[src/design/toe_pkg.sv]
`timescale 1ns / 1ps
package toe_pkg;
  localparam int MaxNodes = 32;
  localparam int MaxEdges = 256;
  localparam int NodeW = 5;
  localparam int EdgeAw = 8;
  localparam int EdgeCntW = 9;
  localparam int DegW = 9;
  localparam int CntW = 6;

  localparam logic [2:0] ST_ACCEPT = 3'd0;
  localparam logic [2:0] ST_REJECT = 3'd1;
  localparam logic [2:0] ST_ORDER  = 3'd2;
  localparam logic [2:0] ST_CYCLE  = 3'd3;
  localparam logic [2:0] ST_EMPTY  = 3'd4;

  localparam logic REQ_EDGE = 1'b0;
  localparam logic REQ_RUN  = 1'b1;

  // controller to datapath
  typedef struct packed {
    logic add_edge;     // store edge, bump in-degree
    logic seed_clear;   // reset fifo/placed counters, seed index
    logic seed_step;    // test in-degree of seed index
    logic pop;          // pop fifo head, start edge scan
    logic scan_issue;   // issue edge read at scan index
    logic scan_use;     // consume edge read data
    logic clear_graph;  // drop edges, start degree clear
    logic clear_step;   // zero one in-degree entry
    logic emit_load;    // load order read for emit index
    logic emit_step;    // advance emit index
  } toe_cmd_t;

  // datapath to controller
  typedef struct packed {
    logic seed_done;
    logic fifo_empty;
    logic scan_done;
    logic clear_done;
    logic all_placed;
    logic emit_last;
  } toe_stat_t;
endpackage

[src/design/toe_ram.sv]
`timescale 1ns / 1ps
module toe_ram #(
  parameter int Width = 8,
  parameter int Depth = 256
) (
  input  logic                     clk,
  input  logic                     we,
  input  logic [$clog2(Depth)-1:0] waddr,
  input  logic [Width-1:0]         wdata,
  input  logic [$clog2(Depth)-1:0] raddr,
  output logic [Width-1:0]         rdata
);
  logic [Width-1:0] mem [Depth];

  // write one entry, read registered
  always_ff @(posedge clk) begin
    if (we) begin
      mem[waddr] <= wdata;
    end
    rdata <= mem[raddr];
  end
endmodule

[src/design/toe_datapath.sv]
`timescale 1ns / 1ps
module toe_datapath (
  input  logic                       clk,
  input  logic                       rst,
  input  toe_pkg::toe_cmd_t          cmd,
  output toe_pkg::toe_stat_t         stat,
  input  logic [5:0]                 node_count,
  input  logic [4:0]                 src_node,
  input  logic [4:0]                 dst_node,
  output logic                       edge_ok,
  output logic [4:0]                 emit_node
);
  import toe_pkg::*;

  logic [CntW-1:0]     n_eff;
  logic [EdgeCntW-1:0] edges_held;
  logic [DegW-1:0]     deg [MaxNodes];
  logic [CntW-1:0]     fifo_head, fifo_tail, placed_count;
  logic [CntW-1:0]     seed_idx, clr_idx, emit_idx;
  logic [EdgeCntW-1:0] scan_idx;
  logic [NodeW-1:0]    cur;
  logic [NodeW-1:0]    fifo_rdata, es_rdata, ed_rdata, ord_rdata;
  logic                push_en;
  logic [NodeW-1:0]    push_node;
  logic [NodeW-1:0]    dd;
  logic [DegW-1:0]     dd_deg;

  assign n_eff = (node_count > 6'(MaxNodes)) ? 6'(MaxNodes) : node_count;
  assign edge_ok = ({1'b0, src_node} < n_eff) && ({1'b0, dst_node} < n_eff)
                   && (edges_held < EdgeCntW'(MaxEdges));

  assign dd = ed_rdata;
  assign dd_deg = deg[dd];

  // decide fifo push from seeding or from a scanned edge
  always_comb begin
    push_en = 1'b0;
    push_node = seed_idx[NodeW-1:0];
    if (cmd.seed_step) begin
      push_en = deg[seed_idx[NodeW-1:0]] == '0;
    end else if (cmd.scan_use && es_rdata == cur && dd_deg != '0) begin
      push_en = (dd_deg == DegW'(1)) && ({1'b0, dd} < n_eff);
      push_node = dd;
    end
    if (fifo_tail >= 6'(MaxNodes)) push_en = 1'b0;
  end

  toe_ram #(.Width(NodeW), .Depth(MaxEdges)) u_src (
    .clk, .we(cmd.add_edge), .waddr(edges_held[EdgeAw-1:0]), .wdata(src_node),
    .raddr(scan_idx[EdgeAw-1:0]), .rdata(es_rdata));
  toe_ram #(.Width(NodeW), .Depth(MaxEdges)) u_dst (
    .clk, .we(cmd.add_edge), .waddr(edges_held[EdgeAw-1:0]), .wdata(dst_node),
    .raddr(scan_idx[EdgeAw-1:0]), .rdata(ed_rdata));
  toe_ram #(.Width(NodeW), .Depth(MaxNodes)) u_fifo (
    .clk, .we(push_en), .waddr(fifo_tail[NodeW-1:0]), .wdata(push_node),
    .raddr(fifo_head[NodeW-1:0]), .rdata(fifo_rdata));
  toe_ram #(.Width(NodeW), .Depth(MaxNodes)) u_ord (
    .clk, .we(cmd.pop && placed_count < 6'(MaxNodes)),
    .waddr(placed_count[NodeW-1:0]), .wdata(fifo_rdata),
    .raddr(emit_idx[NodeW-1:0]), .rdata(ord_rdata));

  // advance counters and in-degrees
  always_ff @(posedge clk) begin
    if (rst) begin
      edges_held <= '0;
      fifo_head <= '0;
      fifo_tail <= '0;
      placed_count <= '0;
      seed_idx <= '0;
      clr_idx <= '0;
      emit_idx <= '0;
      scan_idx <= '0;
      for (int i = 0; i < MaxNodes; i++) deg[i] <= '0;
    end else begin
      if (cmd.add_edge) begin
        edges_held <= edges_held + 1'b1;
        deg[dst_node] <= deg[dst_node] + 1'b1;
      end
      if (cmd.seed_clear) begin
        fifo_head <= '0;
        fifo_tail <= '0;
        placed_count <= '0;
        seed_idx <= '0;
        emit_idx <= '0;
      end
      if (cmd.seed_step) seed_idx <= seed_idx + 1'b1;
      if (push_en) fifo_tail <= fifo_tail + 1'b1;
      if (cmd.pop) begin
        cur <= fifo_rdata;
        fifo_head <= fifo_head + 1'b1;
        if (placed_count < 6'(MaxNodes)) placed_count <= placed_count + 1'b1;
        scan_idx <= '0;
      end
      if (cmd.scan_issue) scan_idx <= scan_idx + 1'b1;
      if (cmd.scan_use && es_rdata == cur && dd_deg != '0) begin
        deg[dd] <= dd_deg - 1'b1;
      end
      if (cmd.clear_graph) begin
        edges_held <= '0;
        clr_idx <= '0;
      end
      if (cmd.clear_step) begin
        deg[clr_idx[NodeW-1:0]] <= '0;
        clr_idx <= clr_idx + 1'b1;
      end
      if (cmd.emit_step) emit_idx <= emit_idx + 1'b1;
    end
  end

  always_ff @(posedge clk) begin
    if (cmd.emit_load) emit_node <= ord_rdata;
  end

  assign stat.seed_done  = seed_idx >= n_eff;
  assign stat.fifo_empty = fifo_head >= fifo_tail;
  assign stat.scan_done  = scan_idx >= edges_held;
  assign stat.clear_done = clr_idx == 6'(MaxNodes);
  assign stat.all_placed = placed_count == n_eff;
  assign stat.emit_last  = emit_idx + 1'b1 == placed_count;
endmodule

[src/design/toe_ctrl.sv]
`timescale 1ns / 1ps
module toe_ctrl (
  input  logic               clk,
  input  logic               rst,
  input  logic               in_valid,
  output logic               in_ready,
  input  logic               req_type,
  input  logic               edge_ok,
  input  logic [5:0]         node_count,
  output toe_pkg::toe_cmd_t  cmd,
  input  toe_pkg::toe_stat_t stat,
  output logic               out_valid,
  input  logic               out_ready,
  output logic [2:0]         status,
  output logic               is_last,
  output logic               emit_sel
);
  import toe_pkg::*;

  typedef enum logic [3:0] {
    S_IDLE, S_SEED, S_POPCHK, S_POPRD, S_SCAN, S_SCANW, S_CLEAR,
    S_RESULT, S_EMITRD, S_EMIT, S_EMITW
  } state_t;

  state_t state;
  logic   first;
  logic   scan_pend;

  assign in_ready = (state == S_IDLE) && !out_valid;

  // decode commands from state
  always_comb begin
    cmd = '0;
    case (state)
      S_IDLE: begin
        cmd.add_edge = in_valid && in_ready && req_type == REQ_EDGE && edge_ok;
        cmd.seed_clear = in_valid && in_ready && req_type == REQ_RUN;
      end
      S_SEED:   cmd.seed_step = !stat.seed_done;
      S_POPRD:  cmd.pop = 1'b1;
      S_SCAN: begin
        cmd.scan_issue = !stat.scan_done;
        cmd.scan_use = scan_pend;
      end
      S_SCANW:  cmd.scan_use = scan_pend;
      S_CLEAR:  cmd.clear_step = first ? 1'b0 : !stat.clear_done;
      S_EMITRD: cmd.emit_load = 1'b1;
      // node already loaded, so advance the read index for the next beat
      S_EMIT:   cmd.emit_step = !stat.emit_last;
      default:  cmd = '0;
    endcase
    if (state == S_CLEAR && first) cmd.clear_graph = 1'b1;
  end

  // hold state and result beat
  always_ff @(posedge clk) begin
    if (rst) begin
      state <= S_IDLE;
      out_valid <= 1'b0;
      status <= ST_ACCEPT;
      is_last <= 1'b0;
      emit_sel <= 1'b0;
      first <= 1'b0;
      scan_pend <= 1'b0;
    end else begin
      if (out_valid && out_ready && state == S_IDLE) out_valid <= 1'b0;
      case (state)
        S_IDLE: begin
          if (in_valid && in_ready) begin
            if (req_type == REQ_EDGE) begin
              out_valid <= 1'b1;
              status <= edge_ok ? ST_ACCEPT : ST_REJECT;
              is_last <= 1'b1;
              emit_sel <= 1'b0;
            end else if (node_count == '0) begin
              state <= S_CLEAR;
              first <= 1'b1;
            end else begin
              state <= S_SEED;
            end
          end
        end
        S_SEED: if (stat.seed_done) state <= S_POPCHK;
        S_POPCHK: begin
          if (stat.fifo_empty) begin
            state <= S_CLEAR;
            first <= 1'b1;
          end else begin
            state <= S_POPRD;
          end
        end
        S_POPRD: begin
          state <= S_SCAN;
          scan_pend <= 1'b0;
        end
        S_SCAN: begin
          scan_pend <= !stat.scan_done;
          if (stat.scan_done) state <= S_SCANW;
        end
        S_SCANW: begin
          scan_pend <= 1'b0;
          state <= S_POPCHK;
        end
        S_CLEAR: begin
          first <= 1'b0;
          if (!first && stat.clear_done) begin
            if (node_count == '0) begin
              state <= S_RESULT;
              status <= ST_EMPTY;
            end else if (!stat.all_placed) begin
              state <= S_RESULT;
              status <= ST_CYCLE;
            end else begin
              state <= S_EMITRD;
            end
          end
        end
        S_RESULT: begin
          out_valid <= 1'b1;
          is_last <= 1'b1;
          emit_sel <= 1'b0;
          state <= S_IDLE;
        end
        S_EMITRD: state <= S_EMIT;
        S_EMIT: begin
          out_valid <= 1'b1;
          status <= ST_ORDER;
          emit_sel <= 1'b1;
          is_last <= stat.emit_last;
          state <= S_EMITW;
        end
        S_EMITW: begin
          if (out_ready) begin
            if (is_last) begin
              out_valid <= 1'b0;
              state <= S_IDLE;
            end else begin
              out_valid <= 1'b0;
              state <= S_EMITRD;
            end
          end
        end
        default: state <= S_IDLE;
      endcase
    end
  end
endmodule

[src/design/topological_order_engine_core.sv]
`timescale 1ns / 1ps
// Kahn topological sort engine.
// Input channel (in_valid/in_ready): req_type 0 stores edge src_node->dst_node
// and returns one beat, status accepted or rejected.
// req_type 1 runs the sort: nodes of zero in-degree are seeded in index order,
// then each popped node scans the whole edge table, one edge per cycle through
// the edge memory read port, and the in-degree table is cleared at the end.
// The result is the order as a burst of beats (status order entry, is_last on
// the final one), or one cycle-found beat, or one empty beat.
// Config channel (cfg_valid/cfg_ready) writes node_count; write only when idle.
// Input is held off (in_ready low) during a run and while a result waits.
// A stalled receiver holds the current beat; the engine waits with it.
// Reset (rst, synchronous) clears node_count, edge count and in-degrees.
// Each order beat passes through a memory read, a load and a hand off.
module topological_order_engine_core (
  input  logic       clk,
  input  logic       rst,
  input  logic       cfg_valid,
  output logic       cfg_ready,
  input  logic [5:0] node_count,
  input  logic       in_valid,
  output logic       in_ready,
  input  logic       req_type,
  input  logic [4:0] src_node,
  input  logic [4:0] dst_node,
  output logic       out_valid,
  input  logic       out_ready,
  output logic [2:0] status,
  output logic [4:0] node_index,
  output logic       is_last
);
  import toe_pkg::*;

  logic [5:0] node_count_q;
  toe_cmd_t   cmd;
  toe_stat_t  stat;
  logic       edge_ok;
  logic [4:0] emit_node;
  logic       emit_sel;

  assign cfg_ready = 1'b1;

  // hold node count register
  always_ff @(posedge clk) begin
    if (rst) begin
      node_count_q <= '0;
    end else if (cfg_valid) begin
      node_count_q <= node_count;
    end
  end

  toe_datapath u_dp (
    .clk, .rst, .cmd, .stat, .node_count(node_count_q),
    .src_node, .dst_node, .edge_ok, .emit_node);

  toe_ctrl u_ctrl (
    .clk, .rst, .in_valid, .in_ready, .req_type, .edge_ok,
    .node_count(node_count_q), .cmd, .stat, .out_valid, .out_ready,
    .status, .is_last, .emit_sel);

  assign node_index = emit_sel ? emit_node : '0;

  a_no_in_while_out: assert property (@(posedge clk) disable iff (rst)
    out_valid |-> !in_ready) else $error("input taken with result pending");
  a_edge_one_beat: assert property (@(posedge clk) disable iff (rst)
    (in_valid && in_ready && req_type == REQ_EDGE) |=> out_valid && is_last)
    else $error("edge result missing");
  a_order_index: assert property (@(posedge clk) disable iff (rst)
    (out_valid && status != ST_ORDER) |-> node_index == '0)
    else $error("index on non-order beat");
endmodule

[config.mk]
export PLATFORM = sky130hd
export DESIGN_NAME = topological_order_engine_core
export DESIGN_NICKNAME = d
export VERILOG_FILES = /design/src/design/toe_pkg.sv /design/src/design/toe_ram.sv /design/src/design/toe_datapath.sv /design/src/design/toe_ctrl.sv /design/src/design/topological_order_engine_core.sv
export SDC_FILE = /design/constraint.sdc
export NUM_CORES = 2
export LEC_CHECK = 0
export ABC_AREA = 0
export BUFFER_PORTS_ARGS = -buffer_cell sky130_fd_sc_hd__buf_2
export CORE_MARGIN = 2
export CORE_UTILIZATION = 25
export DETAILED_ROUTE_END_ITERATION = 10
export PLACE_DENSITY = 0.44
export SYNTH_ARGS = -nofsm -noshare
export SYNTH_HDL_FRONTEND = slang
export SYNTH_SLANG_ARGS = --single-unit
export TNS_END_PERCENT = 50
[constraint.sdc]
create_clock -name clk -period 14.1 [get_ports clk]
set_input_delay 1.41 -clock clk [delete_from_list [all_inputs] [get_ports clk]]
set_output_delay 1.41 -clock clk [all_outputs]
set_load 0.1 [all_outputs]
==> metrics.md <==
| Metric | Value |
|---|---|
| Outcome | `complete, no violations` |
| Avg Inst Size Synth | `around 21 um^2` |
| Core area | `0.533 mm^2` |
| Post-route design area | `approximately 0.15 mm^2` |
| Max Buffers Root-to-Sink | `4` |
| Fraction of the mapped netlist area in simple logic gates | `under 10%` |
| Io pins | `34` |
| Die width | `735 um` |
| Slowest Stage Delay on Critical Path | `1.12 ns` |
| CP Launch Point | `u_dp.u_dst.rdata[0]` |
| Clk Latency, worst-skew pair | `0.98 ns` |
| Post-CTS Setup Bufs | `0` |
| Warnings, synthesis | `0` |
| Hold Path Sink | `u_dp.emit_node[1]` |
| PD cells | `135 mW/mm^2` |
| R2r endpoint | `u_dp.deg[5][6]` |
| Slew Limit Fails | `0` |
| Area after DPL | `~0.14 mm^2` |
| Pre-antenna DRT Iters | `8` |
| Setup_tns | `0 ns` |
| CTS buffer count | `around 350` |
| Worst-path clk slew | `~0.060 ns` |
| Hold_sp | `u_dp.u_ord.rdata[1]` |
| CP Capture Type | `flip-flop` |
| Worst Path Buf+Inv | `3` |
| Most used cell along the critical path | `buf_4` |
| Post-synth EDFFs | `roughly 3200` |
| Cts hold-fix bufs | `0` |
| Worst Setup Path Type | `reg2reg` |
| Initial Util | `25.1%` |
| TritonCTS clock tree | `done` |
| TritonCTS Sinks | `3275` |
| CP max stage cell | `o21ai_0` |
| Iter 0 DRT Violations | `7496` |
| Number of fill cells in the layout | `51900` |
| Maximum vdd drop | `0.0984 mV` |
| Synthesized area | `0.134 mm^2` |
| HP Class | `reg2reg` |
| Lkg Pwr | `between 40 and 50 nW` |
| Post_cts resized | `0` |
| Die ar. | `between 0.5 and 0.6 mm^2` |
| Slew @ Worst Pin | `1.41 ns` |
| Largest net degree at the start of global routing | `142` |
| Avg WL per Cell | `28.6 um` |
| Die Ht | `735 um` |
| Most common cell after layout, fill and taps aside | `edfxtp_1` |
| Maximum clock rate | `approximately 140 MHz` |
| DRC | `0` |
| Routed Antenna Nets | `0` |
| Initial antenna violation count | `42` |
| Vias/cell | `between 4 and 5` |
| Top Family by Delay on Critical Path | `compound AO/OA/AOI/OAI gates` |
| Total track usage | `14.4%` |
| Fin crit share | `50.4%` |
| Hpwl dp | `248000 um` |
| Total grt overflow | `0` |
| H-tree Lvls | `5` |
| Worst Setup Start Kind | `flip-flop` |
| Commonest cells after routing, fill and taps aside | `edfxtp_1 (3178), mux4_2 (1107), nor2_1 (431)` |
| FF+latch count, synth | `3275` |
| Main combinational cell family by area after synthesis | `multiplexers` |
| Final setup violation count | `0` |
| Unrepaired setup endpoints after global routing | `no` |
| Routability congestion estimate from global placement | `between 0.8 and 0.9` |
| Via count | `roughly 67000` |
| Worst reg2reg startpoint | `u_dp.u_dst.rdata[0]` |
| XOR/XNOR share of the synthesized area | `0.269%` |
| Synth Net Count | `6554` |
| Max-slew headroom | `5.99%` |
| Vias in the first global route | `approximately 68000` |
| Critical Path, Cell by Cell | `buf_4, buf_4, mux4_2, mux4_2, mux2i_2, ha_1, o2111a_1, a211o_1, mux2i_1, o21ai_4, buf_4, o21ai_0` |
| CTS root buf | `clkbuf_16` |
| Worst Path Required | `14.68 ns` |
| Worst EP arrival | `approximately 7.7 ns` |
| Ys flop type | `edfxtp_1` |
| Clock Skews | `0.0709 ns` |
| Synth Area in Adders | `0.505%` |
| CP Max Fanout | `43` |
| Max_cap viols | `0` |
| Final WL | `398000 um` |
| IO buf count | `32` |
| Cells on Worst Hold Path | `0` |
| Distinct cells, synth | `88` |
| Fin. Hold Viols | `0` |
| Mux cell area share after synthesis | `19.3%` |
| Layout cell share with drive strength beyond 1 | `27.9%` |
| Reg2reg path depth | `12` |
| # nets final | `6665` |
| Synth Area in Compound Gates | `1.47%` |
| Reg2reg setup slack | `6.99 ns` |
| Row count | `268` |
| Minimum clock period | `between 7 and 8 ns` |
| Sequential share of the synthesized area | `~73%` |
| FFs w/ async S/R, synth | `0%` |
| Area grow syn2layout | `15.1%` |
| First-pass GRT wire length | `557000 um` |
| Cells after synthesis | `6478` |
[power by group]
group,switching [mW],internal (mW)
Sequential,0.0679,10.7
Clock,3.93,5.26
Combinational,0.614,0.213
Total,4.62,16.2
[flip-flops by register name, indices dropped and copies added, names as in the netlist, 6 cells and up, named ones only]
signal / flops
u_dp.u_dst.mem: 1280
u_dp.u_src.mem: 1280
u_dp.deg: 288
u_dp.u_fifo.mem: 160
u_dp.u_ord.mem: 160
u_dp.edges_held: 9
u_dp.scan_idx: 9
node_count_q: 6
u_dp.clr_idx: 6
u_dp.emit_idx: 6
u_dp.fifo_head: 6
u_dp.fifo_tail: 6
u_dp.placed_count: 6
u_dp.seed_idx: 6
[worst max-delay path by stage]
stage	endpoint	depth (start not counted)
after global placement	u_dp.deg[18][8]	13
after detailed placement	u_dp.deg[17][8]	12
after CTS	u_dp.deg[17][0]	12
after global routing	u_dp.deg[28][0]	12
after floorplan	u_dp.deg[15][0]	13
final	u_dp.deg[5][6]	12
[stage by stage]
| stage | hold WS (ns) | power (mW) | util [%] | cells | setup slack (ns) |
|---|---|---|---|---|---|
| after floorplan | 0.386 | 11.4 | - | 6478 | 9.27 |
| after global placement | 0.400 | 11.8 | 26.7 | 13300 | 6.83 |
| after detailed placement | 0.399 | 11.8 | 26.8 | 13300 | 6.92 |
| after CTS | 0.412 | 21.0 | 28.9 | 13900 | 6.90 |
| after global routing | 0.424 | 21.4 | 28.9 | 13900 | 6.64 |
| final | 0.414 | 20.8 | 28.9 | 13900 | 6.99 |
[cell type report]
cell class | instances | area, um^2 | share of cell area, %
Sequential cell | 3275 | 97400 | 63.3
Multi-Input combinational cell | 2716 | 34500 | 22.4
Clock buffer | 426 | 9200 | 5.98
Tap cell | 7020 | 8780 | 5.71
Clock inverter | 210 | 2060 | 1.34
Timing Repair Buffer | 205 | 1730 | 1.12
Inverter | 39 | 146 | 0.0952
Antenna cell | 11 | 27.5 | 0.0179
[synth_stat cells, types with 5 or more instances]
cell	n	area, um^2
or2_2	9	56.3
buf_4	8	60.1
mux2_2	22	248
nand3_1	68	340
buf_1	80	300
nor3_2	20	200
a22oi_1	10	75.1
a21o_1	21	158
clkbuf_1	256	961
inv_1	38	143
nand2b_1	9	56.3
a31oi_1	11	68.8
nor4b_1	11	96.3
nor3_1	312	1560
o21ai_0	43	215
buf_2	92	460
a311oi_1	5	43.8
mux2i_1	55	551
nand3b_1	13	97.6
nor2_1	439	1650
buf_6	11	124
xor2_1	14	123
o211ai_1	8	60.1
dfxtp_1	97	1940
a211oi_1	26	195
a211o_1	7	61.3
or3_1	11	68.8
nor2b_1	24	150
and3_1	16	100
and2_1	10	62.6
a21oi_1	90	450
nor4_1	47	294
xnor2_1	27	236
nand4_1	17	106
o21ai_1	31	155
mux4_2	1107	24900
edfxtp_1	3178	95400
ha_1	54	676
or4_1	11	82.6
nand2_1	91	342
[layer usage]
layer  vias to the layer above  share of wire (%)  global-route usage [%]  routed length, um
li1                      27500                  -                       -                  -
met1                     36600                 45                    20.7             178000
met2                      2412                 47                    22.9             186000
met3                       470                6.3                    2.35              24900
met4                         0                2.2                    3.18               8710
met5                         -                  0                       0                  0
[cells by family after synthesis]
family / Yosys count
buffers and inverters: 487
xor gates and xnor gates: 41
AOI/OAI and AO/OA: 303
and+or+nand+nor: 1130
adders and majority gates: 54
muxes: 1187
other: 1
DFF: 3275
Power figures use the tool's default switching activity.
